<file path="src/design/rgb_linear_crossfade_core_defines.svh">
// Assertion macros shared by the cross-fade RTL
`ifndef RGB_LINEAR_CROSSFADE_CORE_DEFINES_SVH
`define RGB_LINEAR_CROSSFADE_CORE_DEFINES_SVH

// Same-cycle implication, sampled on clk, held off while rst_n is low
`define RLC_ASSERT_IMP(label, ante, cons, msg) \
    label: assert property (@(posedge clk) disable iff (!rst_n) (ante) |-> (cons)) \
        else $error(msg);

// Next-cycle implication
`define RLC_ASSERT_NXT(label, ante, cons, msg) \
    label: assert property (@(posedge clk) disable iff (!rst_n) (ante) |=> (cons)) \
        else $error(msg);

`endif

</file>
<file path="src/design/rlc_pkg.sv">
// Types and constants for the RGB linear cross-fade block
package rlc_pkg;

    localparam int CH_W       = 8;
    localparam int NSTEP_W    = 7;
    localparam int COORD_W    = 8;
    localparam int COORD_BITS = 8;
    localparam int NUM_LANES  = 3;
    localparam int DIV_STEPS  = CH_W;
    localparam int DIV_CNT_W  = $clog2(DIV_STEPS);

    localparam logic [NSTEP_W-1:0] MAX_STEPS   = NSTEP_W'(64);
    localparam logic [NSTEP_W-1:0] RESET_STEPS = NSTEP_W'(16);
    localparam logic [COORD_W-1:0] COORD_MASK  = COORD_W'((64'd1 << COORD_BITS) - 64'd1);

    typedef struct packed {
        logic [COORD_W-1:0] pixel_x;
        logic [COORD_W-1:0] pixel_y;
        logic [CH_W-1:0]    from_red;
        logic [CH_W-1:0]    from_green;
        logic [CH_W-1:0]    from_blue;
        logic [CH_W-1:0]    to_red;
        logic [CH_W-1:0]    to_green;
        logic [CH_W-1:0]    to_blue;
    } rlc_item_t;

    typedef struct packed {
        logic [NSTEP_W-1:0] frame_index;
        logic [COORD_W-1:0] out_x;
        logic [COORD_W-1:0] out_y;
        logic [CH_W-1:0]    out_red;
        logic [CH_W-1:0]    out_green;
        logic [CH_W-1:0]    out_blue;
        logic               last_of_run;
    } rlc_result_t;

    // sequencer to lanes
    typedef struct packed {
        logic load;
        logic div_step;
        logic advance;
        logic last;
    } rlc_lane_ctrl_t;

    // sequencer to merge stage
    typedef struct packed {
        logic               valid;
        logic               last;
        logic [NSTEP_W-1:0] frame;
    } rlc_emit_t;

endpackage

</file>
<file path="src/design/rgb_linear_crossfade_core.sv">
// Top level of the RGB linear cross-fade block: sequencer, three channel lanes, merge stage
//
// A pixel (position, source colour, destination colour) is taken on a clock edge with start
// high and busy low. The block then produces num_steps results, one per cycle, on the result
// port marked by strobe, each for exactly one cycle: frames 1 .. num_steps-1 carry
// from + s*step per channel, where step = (to - from) / num_steps truncated toward zero, and
// the final frame carries the exact destination colour with last_of_run set. The receiver
// cannot stall, so it must take one transfer every cycle that strobe is high.
// After acceptance the three lanes run a serial divide (one quotient bit a cycle), then step
// out one frame a cycle; a new pixel may be accepted in the cycle of the final frame.
// Results appear on the port in the cycle after the lanes produce them.
// num_steps of 0 acts as 1, values above 64 act as 64. It is sampled when a pixel is
// accepted; write it only while the block is idle.
module rgb_linear_crossfade_core import rlc_pkg::*;
(
    input  logic               clk,
    input  logic               rst_n,
    input  logic               cfg_we,
    input  logic [NSTEP_W-1:0] cfg_data,
    input  logic               start,
    input  rlc_item_t          item,
    output logic               busy,
    output rlc_result_t        result,
    output logic               strobe
);

    `include "rgb_linear_crossfade_core_defines.svh"

    typedef enum logic [2:0] {
        ST_IDLE   = 3'b001,
        ST_DIVIDE = 3'b010,
        ST_EMIT   = 3'b100
    } state_t;

    localparam logic [DIV_CNT_W-1:0] DIV_LAST = DIV_CNT_W'(DIV_STEPS - 1);

    state_t                 state_reg;
    state_t                 state_next;
    logic [NSTEP_W-1:0]     num_steps_reg;
    logic [NSTEP_W-1:0]     n_eff;
    logic [NSTEP_W-1:0]     n_reg;
    logic [NSTEP_W-1:0]     s_reg;
    logic [DIV_CNT_W-1:0]   div_cnt_reg;
    logic [COORD_W-1:0]     x_reg;
    logic [COORD_W-1:0]     y_reg;
    logic                   accept;
    logic                   emit_last;
    rlc_lane_ctrl_t         lane_ctrl;
    rlc_emit_t              emit;

    logic [NUM_LANES-1:0][CH_W-1:0] lane_from;
    logic [NUM_LANES-1:0][CH_W-1:0] lane_to;
    logic [NUM_LANES-1:0][CH_W-1:0] lane_colour;

    // register clamped at use: zero means one frame, anything past the limit means the limit
    always_comb
    begin
        if (num_steps_reg == '0)
        begin
            n_eff = NSTEP_W'(1);
        end
        else if (num_steps_reg > MAX_STEPS)
        begin
            n_eff = MAX_STEPS;
        end
        else
        begin
            n_eff = num_steps_reg;
        end
    end

    always_ff @(posedge clk or negedge rst_n)
    begin
        if (!rst_n)
        begin
            num_steps_reg <= RESET_STEPS;
        end
        else if (cfg_we)
        begin
            num_steps_reg <= cfg_data;
        end
    end

    // final frame frees the input side so the next divide overlaps nothing but this cycle
    assign emit_last = (state_reg == ST_EMIT) && (s_reg == n_reg);
    assign busy      = !((state_reg == ST_IDLE) || emit_last);
    assign accept    = start && !busy;

    always_comb
    begin
        state_next = state_reg;
        unique case (state_reg)
            ST_IDLE:
            begin
                if (accept)
                begin
                    state_next = ST_DIVIDE;
                end
            end
            ST_DIVIDE:
            begin
                if (div_cnt_reg == DIV_LAST)
                begin
                    state_next = ST_EMIT;
                end
            end
            ST_EMIT:
            begin
                if (emit_last)
                begin
                    state_next = accept ? ST_DIVIDE : ST_IDLE;
                end
            end
            default:
            begin
                state_next = ST_IDLE;
            end
        endcase
    end

    always_ff @(posedge clk or negedge rst_n)
    begin
        if (!rst_n)
        begin
            state_reg   <= ST_IDLE;
            n_reg       <= RESET_STEPS;
            s_reg       <= NSTEP_W'(1);
            div_cnt_reg <= '0;
        end
        else
        begin
            state_reg <= state_next;
            if (accept)
            begin
                n_reg       <= n_eff;
                div_cnt_reg <= '0;
            end
            else if (state_reg == ST_DIVIDE)
            begin
                div_cnt_reg <= DIV_CNT_W'(div_cnt_reg + 1'b1);
            end
            // frame counter restarts at 1 for each pixel
            if (state_reg == ST_DIVIDE)
            begin
                s_reg <= NSTEP_W'(1);
            end
            else if ((state_reg == ST_EMIT) && !emit_last)
            begin
                s_reg <= NSTEP_W'(s_reg + 1'b1);
            end
        end
    end

    // coordinates are payload only
    always_ff @(posedge clk)
    begin
        if (accept)
        begin
            x_reg <= item.pixel_x;
            y_reg <= item.pixel_y;
        end
    end

    assign lane_ctrl.load     = accept;
    assign lane_ctrl.div_step = (state_reg == ST_DIVIDE);
    assign lane_ctrl.advance  = (state_reg == ST_EMIT);
    assign lane_ctrl.last     = emit_last;

    assign emit.valid = (state_reg == ST_EMIT);
    assign emit.last  = emit_last;
    assign emit.frame = s_reg;

    assign lane_from[0] = item.from_red;
    assign lane_from[1] = item.from_green;
    assign lane_from[2] = item.from_blue;
    assign lane_to[0]   = item.to_red;
    assign lane_to[1]   = item.to_green;
    assign lane_to[2]   = item.to_blue;

    for (genvar g = 0; g < NUM_LANES; g++)
    begin : g_lane
        rlc_lane u_lane (
            .clk     (clk),
            .ctrl    (lane_ctrl),
            .divisor (n_reg),
            .from_c  (lane_from[g]),
            .to_c    (lane_to[g]),
            .colour  (lane_colour[g])
        );
    end

    rlc_merge u_merge (
        .clk         (clk),
        .rst_n       (rst_n),
        .emit        (emit),
        .x           (x_reg),
        .y           (y_reg),
        .lane_colour (lane_colour),
        .result      (result),
        .strobe      (strobe)
    );

    `RLC_ASSERT_NXT(a_accept_divides, accept,
        (state_reg == ST_DIVIDE) && (div_cnt_reg == '0), "accepted pixel did not start a divide")
    `RLC_ASSERT_IMP(a_frame_in_range, state_reg == ST_EMIT,
        (s_reg != '0) && (s_reg <= n_reg), "frame counter outside 1..num_steps")
    `RLC_ASSERT_IMP(a_steps_clamped, state_reg != ST_IDLE,
        (n_reg != '0) && (n_reg <= MAX_STEPS), "latched step count not clamped")
    `RLC_ASSERT_NXT(a_last_delivered, emit_last,
        strobe && result.last_of_run && (result.frame_index == $past(n_reg)),
        "final frame not delivered with its marker")
    `RLC_ASSERT_IMP(a_mid_run_busy, strobe && !result.last_of_run,
        state_reg == ST_EMIT, "non-final transfer outside the emit phase")

endmodule

</file>
<file path="src/design/rlc_lane.sv">
// One colour channel: serial step divider followed by a stepping accumulator
module rlc_lane import rlc_pkg::*;
(
    input  logic                clk,
    input  rlc_lane_ctrl_t      ctrl,
    input  logic [NSTEP_W-1:0]  divisor,
    input  logic [CH_W-1:0]     from_c,
    input  logic [CH_W-1:0]     to_c,
    output logic [CH_W-1:0]     colour
);

    logic [CH_W:0]      diff;
    logic [CH_W:0]      diff_neg;
    logic [CH_W-1:0]    mag;
    logic [CH_W-1:0]    to_reg;
    logic [CH_W-1:0]    acc_reg;
    logic [CH_W-1:0]    acc_next;
    logic [CH_W-1:0]    dq_reg;
    logic [NSTEP_W-1:0] rem_reg;
    logic               neg_reg;
    logic [NSTEP_W:0]   trial;
    logic               trial_ge;
    logic [NSTEP_W-1:0] rem_next;
    logic [CH_W-1:0]    step;

    assign diff     = {1'b0, to_c} - {1'b0, from_c};
    assign diff_neg = -diff;
    assign mag      = diff[CH_W] ? diff_neg[CH_W-1:0] : diff[CH_W-1:0];

    // restoring division, one quotient bit a cycle, MSB first
    assign trial    = {rem_reg, dq_reg[CH_W-1]};
    assign trial_ge = trial >= {1'b0, divisor};
    assign rem_next = trial_ge ? NSTEP_W'(trial - {1'b0, divisor}) : trial[NSTEP_W-1:0];

    // quotient truncated toward zero, sign restored; sums wrap mod 256
    assign step     = neg_reg ? CH_W'(-dq_reg) : dq_reg;
    assign acc_next = CH_W'(acc_reg + step);
    assign colour   = ctrl.last ? to_reg : acc_next;

    always_ff @(posedge clk)
    begin
        if (ctrl.load)
        begin
            to_reg  <= to_c;
            acc_reg <= from_c;
            dq_reg  <= mag;
            rem_reg <= '0;
            neg_reg <= diff[CH_W];
        end
        else if (ctrl.div_step)
        begin
            dq_reg  <= {dq_reg[CH_W-2:0], trial_ge};
            rem_reg <= rem_next;
        end
        else if (ctrl.advance)
        begin
            acc_reg <= acc_next;
        end
    end

endmodule

</file>
<file path="src/design/rlc_merge.sv">
// Merge stage: gathers lane colours, frame number and coordinates into the result register
module rlc_merge import rlc_pkg::*;
(
    input  logic                          clk,
    input  logic                          rst_n,
    input  rlc_emit_t                     emit,
    input  logic [COORD_W-1:0]            x,
    input  logic [COORD_W-1:0]            y,
    input  logic [NUM_LANES-1:0][CH_W-1:0] lane_colour,
    output rlc_result_t                   result,
    output logic                          strobe
);

    rlc_result_t result_reg;
    rlc_result_t result_next;
    logic        strobe_reg;

    always_comb
    begin
        result_next.frame_index = emit.frame;
        result_next.out_x       = x & COORD_MASK;
        result_next.out_y       = y & COORD_MASK;
        result_next.out_red     = lane_colour[0];
        result_next.out_green   = lane_colour[1];
        result_next.out_blue    = lane_colour[2];
        result_next.last_of_run = emit.last;
    end

    always_ff @(posedge clk or negedge rst_n)
    begin
        if (!rst_n)
        begin
            strobe_reg <= 1'b0;
        end
        else
        begin
            strobe_reg <= emit.valid;
        end
    end

    always_ff @(posedge clk)
    begin
        if (emit.valid)
        begin
            result_reg <= result_next;
        end
    end

    assign result = result_reg;
    assign strobe = strobe_reg;

endmodule

</file>
<file path="config.mk">
export PLATFORM = sky130hd
export DESIGN_NAME = rgb_linear_crossfade_core
export DESIGN_NICKNAME = d
export VERILOG_FILES = /design/src/design/rlc_pkg.sv /design/src/design/rgb_linear_crossfade_core.sv /design/src/design/rlc_lane.sv /design/src/design/rlc_merge.sv
export VERILOG_INCLUDE_DIRS = /design/src /design/src/design
export SDC_FILE = /design/constraint.sdc
export NUM_CORES = 1
export LEC_CHECK = 0
export ABC_AREA = 1
export BUFFER_PORTS_ARGS = -buffer_cell sky130_fd_sc_hd__buf_4
export CAP_MARGIN = 15
export CORE_UTILIZATION = 30
export CTS_BUF_LIST = sky130_fd_sc_hd__clkbuf_8
export DETAILED_ROUTE_END_ITERATION = 10
export GPL_ROUTABILITY_DRIVEN = 0
export HOLD_SLACK_MARGIN = 0.06
export RECOVER_POWER = 100
export SYNTH_ARGS = -nofsm -noshare
export SYNTH_HDL_FRONTEND = slang
export SYNTH_HIERARCHICAL = 1
export SYNTH_SLANG_ARGS = --single-unit
</file>
<file path="constraint.sdc">
create_clock -name clk -period 11.3 [get_ports clk]
set_clock_uncertainty 0.05 [all_clocks]
set_input_delay 1.695 -clock clk [delete_from_list [all_inputs] [get_ports clk]]
set_output_delay 1.695 -clock clk [all_outputs]
set_load 0.1 [all_outputs]
</file>
-- Word-level counts from Yosys, hierarchy flattened
Index checks and enable logic that the tools add are counted.
- register bits after elaboration: 188
- logic and storage cells: 110
- input port bits: 75
- output and inout port bits: 50
- add/subtract/negate cells: 17
- eq/ne operators: 9
- order comparisons: 4
- reductions and logical operators: 12
- mux-type cells: 38
- operator list (kind ; number):
    8-bit two-way mux ; 24
    7-bit two-way mux ; 7
    8-bit negation ; 6
    8-bit by 8-bit subtractor with 9-bit output ; 3
    8-bit adder ; 3
    8-bit by 7-bit greater-or-equal comparator with 1-bit output ; 3
    7-bit subtractor ; 3
    3-bit two-way mux ; 5
    3-bit one-hot mux with 3 select lines ; 1
    2-bit inequality test (second input constant) ; 4
    7-bit by 1-bit adder with 7-bit output (second input constant) ; 1
    7-bit equality test ; 1
    7-bit greater-than comparator (second input constant) ; 1
    7-bit logical NOT ; 1
    3-bit equality test (second input constant) ; 2
    2-bit nonzero test ; 3
    3-bit by 1-bit adder with 3-bit output (second input constant) ; 1
    3-bit by 1-bit equality test with 1-bit output (second input constant) ; 1
    3-bit by 2-bit equality test with 1-bit output (second input constant) ; 1
    1-bit logical AND ; 3
    3-bit AND reduction ; 1
    1-bit logical NOT ; 2
    2-bit two-way mux ; 1
    2-bit AND reduction ; 1
    1-bit logical OR ; 1

-- Depth between registers and ports, before layout
- depth after elaboration: 7
- mapped depth: 16
- mapped depth without buffers: 16

-- Modules after synthesis
Netlist, hierarchy kept.
- modules (own cells, without submodules) (module ; cells each ; sequential area each (um^2) ; area each (um^2) ; instances):
    rlc_lane at g_lane[1].u_lane ... ; 361 ; 890.9 ; 2707.6 ; 2
    rlc_lane at g_lane[0].u_lane ; 362 ; 890.9 ; 2738.9 ; 1
    rgb_linear_crossfade_core ; 196 ; 1161.1 ; 1950.6 ; 1
    rlc_merge ; 49 ; 1466.4 ; 1466.4 ; 1

-- Worst setup path after synthesis
OpenSTA, ideal clock, no wires.
- path type: reg2reg
- from: register state_reg[1]
- to: register g_lane[1].u_lane.acc_reg[0], enable pin
- library setup time: 0.370 ns
- buffers on the path: 0
- slack: 6.946 ns
- arrival time: 3.933 ns
- cell stages (with the launch flop): 12
- required time: 10.880 ns
- clock period less this slack: 4.354 ns
- path through: dfrtp_1 > nor2_1 > nand2_1 > inv_1 > nand2_2 > nand2_4 > nand2_4 > inv_1 > inv_1 > nand2_1 > inv_1 > nor2_1
- RTL lines (item ; RTL line ; RTL):
    start: declaration ; rgb_linear_crossfade_core.sv:37 ; state_t state_reg;
    start signal: assignment ; rgb_linear_crossfade_core.sv:132 ; state_reg <= state_next;
    end signal: assignment ; rlc_lane.sv:45 ; acc_reg <= from_c;
    end signal: assignment ; rlc_lane.sv:57 ; acc_reg <= acc_next;
    end: declaration ; rlc_lane.sv:16 ; logic [CH_W-1:0] acc_reg;

-- Worst setup path in the final report
- from: register n_reg[1]
- to: register g_lane[1].u_lane.acc_reg[4], enable pin
- cells in the longest elaborated chain, start to end: 6
- elaborated cells between the ends (all ways): 7
- classes of those cells: 2 x eq/ne; 5 x reduce/logical
- ends and longest elaborated chain (item ; RTL line ; RTL):
    start: declaration ; rgb_linear_crossfade_core.sv:41 ; logic [NSTEP_W-1:0] n_reg;
    start signal: assignment ; rgb_linear_crossfade_core.sv:135 ; n_reg <= n_eff;
    7-bit equality test * ; rgb_linear_crossfade_core.sv:85 ; assign emit_last = (state_reg == ST_EMIT) && (s_reg == n_reg);
    1-bit logical AND * ; rgb_linear_crossfade_core.sv:85 ;
    1-bit logical OR * ; rgb_linear_crossfade_core.sv:86 ; assign busy = !((state_reg == ST_IDLE) || emit_last);
    1-bit logical AND * ; rgb_linear_crossfade_core.sv:87 ; assign accept = start && !busy;
    named net accept ; rgb_linear_crossfade_core.sv:46 ; logic accept;
    2-bit inequality test (no line) / 2-bit nonzero test (equally long branches) ; -- ;
    2-bit AND reduction (no line) * ; -- ;
Mark *: on every way through the listed nets, which the timed path passes. The rest lies on a longest branch.
A chain may end at the register's enable or synchronous reset.

==> impl_metrics.env <==
export IMPL_status="complete, but fails checks"
export IMPL_violations="capacitance limit, slew limit"
export IMPL_area_growth_pct=13.0
export IMPL_largest_reg_flops=48
export IMPL_worstSetupPathType="reg -> reg"
export IMPL_syn_area_per_cell_um2=8.71
export IMPL_fin_crit_sh_pct=48.5
export IMPL_finalHoldViolCount=0
export IMPL_yosysSeqAreaShare_pct=45.8
export IMPL_ir_drop_mv=0.0859
export IMPL_syn_inst=1329
export IMPL_arrival_ps=5570
export IMPL_netlist_top_cells_count="367 x nand2_1, 185 x inv_1, 139 x edfxtp_1, 93 x nand3_1, 78 x ha_1"
export IMPL_io_buffers=124
export IMPL_drv_slew=169
export IMPL_synth_top_area_share_pct=36.1
export IMPL_path_clk_slew_ps=110
export IMPL_first_global_vias=8722
export IMPL_yosysMostFrequentCell="nand2_1"
export IMPL_grt_overflow=0
export IMPL_cp_data_required_time_ps=11380
export IMPL_dieWidth_um=198
export IMPL_synthDistinctLibCells=43
export IMPL_drtIter0Drc=469
export IMPL_routed_via_density=4.54
export IMPL_grt_antenna_before_repair=0
export IMPL_setup_violations=0
export IMPL_cts_hold_buf=0
export IMPL_ys_ff_latch=188
export IMPL_cts_buffer_depth=2
export IMPL_path_max_fanout=73
export IMPL_max_slew_margin_rel_pct=-110
export IMPL_fmax_mhz=182
export IMPL_leakage_uw=0.00575
export IMPL_min_path_type="reg -> reg"
export IMPL_clock_latency_ps=500
export IMPL_wl_per_cell_um=13.5
export IMPL_grt_usage_pct=14.1
export IMPL_dp_hpwl_um=20500
export IMPL_instances_no_fill=1982
export IMPL_drc=0
export IMPL_start_util_pct=30.6
export IMPL_htreeDepth=4
export IMPL_clockRootBuffer="clkbuf_8"
export IMPL_postCtsSetupRepairBufs=0
export IMPL_ys_async_sr_fraction_pct=14.9
export IMPL_cts_sinks=188
export IMPL_yosysTopAreaCell="edfxtp_1"
export IMPL_min_period_ps=5480
export IMPL_synth_warnings=6
export IMPL_finalSetupTns_ps=0
export IMPL_wirelength_um=26800
export IMPL_cts_resized=0
export IMPL_worstSetupEndpointType="flip-flop"
export IMPL_numCtsBuffers=17
export IMPL_drive_above_1_share_pct=10.9
export IMPL_power_density_nw_per_um2=266
export IMPL_ant_nets=0
export IMPL_core_um2=37800
export IMPL_rsz0062_at_grt="no"
export IMPL_start_kind="flip-flop"
export IMPL_dp_cells=1949
export IMPL_vias=8989
export IMPL_synth_nets=1491
export IMPL_max_slew_worst_pin_slew_ps=3150
export IMPL_grt_pass1_wl_um=43100
export IMPL_grt_max_degree=74
export IMPL_syn_cell_area_um2=11600
export IMPL_cts_tree="built"
export IMPL_synth_edf_count=139
export IMPL_maxCapViolCount=4
export IMPL_die_area_um2=39400
export IMPL_synthFlopType="edfxtp_1"
export IMPL_synth_area_top_cells="edfxtp_1 36%, nand2_1 12%, ha_1 8.4%"
export IMPL_fp_dieH_um=198
export IMPL_io_pins=125
export IMPL_rows=71
export IMPL_first_pass_iters=7
export IMPL_final_nets=1619
==> per-layer routing <==
layer | up-vias | global-route usage (%) | wire length (um)
met2 | 151 | 23.4 | 12600
li1 | 4668 | - | -
met3 | 24 | 2.34 | 900
met4 | 0 | 4.42 | 424
met1 | 4146 | 18.6 | 12900
met5 | - | 0 | 0
==> per-stage QoR <==
| stage | hold WS [ps] | cell area, um^2 | util [%] | worst slack, ps | power [uW] |
|---|---|---|---|---|---|
| finish | 378 | 13100 | 34.5 | 5820 | 3480 |
| global route | 383 | 13100 | 34.5 | 5140 | 3840 |
| detailed placement | 355 | 13100 | 34.5 | 6360 | 3090 |
| global placement | 350 | 13100 | 34.5 | 6440 | 3040 |
| floorplan | 350 | 11600 | - | 6950 | 2660 |
| CTS | 379 | 13400 | 35.5 | 6810 | 3550 |
==> placed cells by master (no fill, tap or decap), types with 9 or more instances in the layout <==
cell	instances
clkbuf_1	74
o21ai_0	92
o211ai_1	12
edfxtp_1	139
nand4_1	22
nand3b_1	12
nand2_2	14
nand3_1	94
dfxtp_1	21
xor2_1	21
nand2_1	368
fa_1	9
nor2_1	61
nand3_2	11
clkbuf_8	17
inv_1	186
clkbuf_4	21
buf_4	32
a21oi_1	38
ha_1	78
inv_2	10
xnor2_1	20
dfrtp_1	24
o21ai_1	10
==> worst max-delay path, stage by stage (launching register included) <==
cell and delay (ps):
dfrtp_1 630, inv_1 80, nand2_1 70, nand2_1 50, nor2_1 130, nand2_2 60
nor2_1 220, nand2_2 110, nand2_4 70, nand2_1 360, clkinvlp_2 1130, buf_4 810
inv_1 380, nand2_1 210, inv_1 150, nor2_1 560
==> where the power goes <==
part,leakage [uW],internal (uW),switching (uW)
logic,0.00376,671,1170
clock network,0.000191,179,269
registers,0.00179,1060,126
total,0.00575,1910,1570
==> path summary, 6_finish.rpt <==
kind | start | to | slack, ps | depth (start not counted)
worst max-delay path | n_reg[1] | g_lane[1].u_lane/acc_reg[4] | 5820 | 15
worst min-delay path | x_reg[3] | u_merge/result[36] | 380 | 0
worst max register to register | n_reg[1] | g_lane[1].u_lane/acc_reg[4] | 5820 | 15
worst min register to register | x_reg[3] | u_merge/result[36] | 380 | 0
max in group asynchronous | rst_n | state_reg[1] | 8600 | 1
min in group asynchronous | rst_n | num_steps_reg[5] | 1580 | 1
==> cell type report <==
type / count / area, um^2
flip-flops and latches: 188 / 5300
clock inverters: 15 / 145
inverters: 196 / 739
well taps: 511 / 639
repair buffers: 127 / 676
diodes: 1 / 2.50
multi-input cells: 927 / 5340
fillers: 3973 / 24800
clock buffers: 17 / 234
==> cell families (layout without fill, tap and decap cells) <==
logic type | Yosys count | count (layout) | share of synthesized area, %
AND/OR/NAND/NOR | 612 | 612 | 23.9
buffers and inverters | 214 | 355 | 7.39
flip-flops | 188 | 188 | 45.8
AO/OA/AOI/OAI | 184 | 184 | 9.53
adder cells (fa/ha/maj) | 87 | 87 | 9.99
XOR/XNOR | 41 | 41 | 3.10
multiplexers | 3 | 3 | 0.292
other | 0 | 1 | 0
No activity file was read; power rests on OpenSTA's default activity.
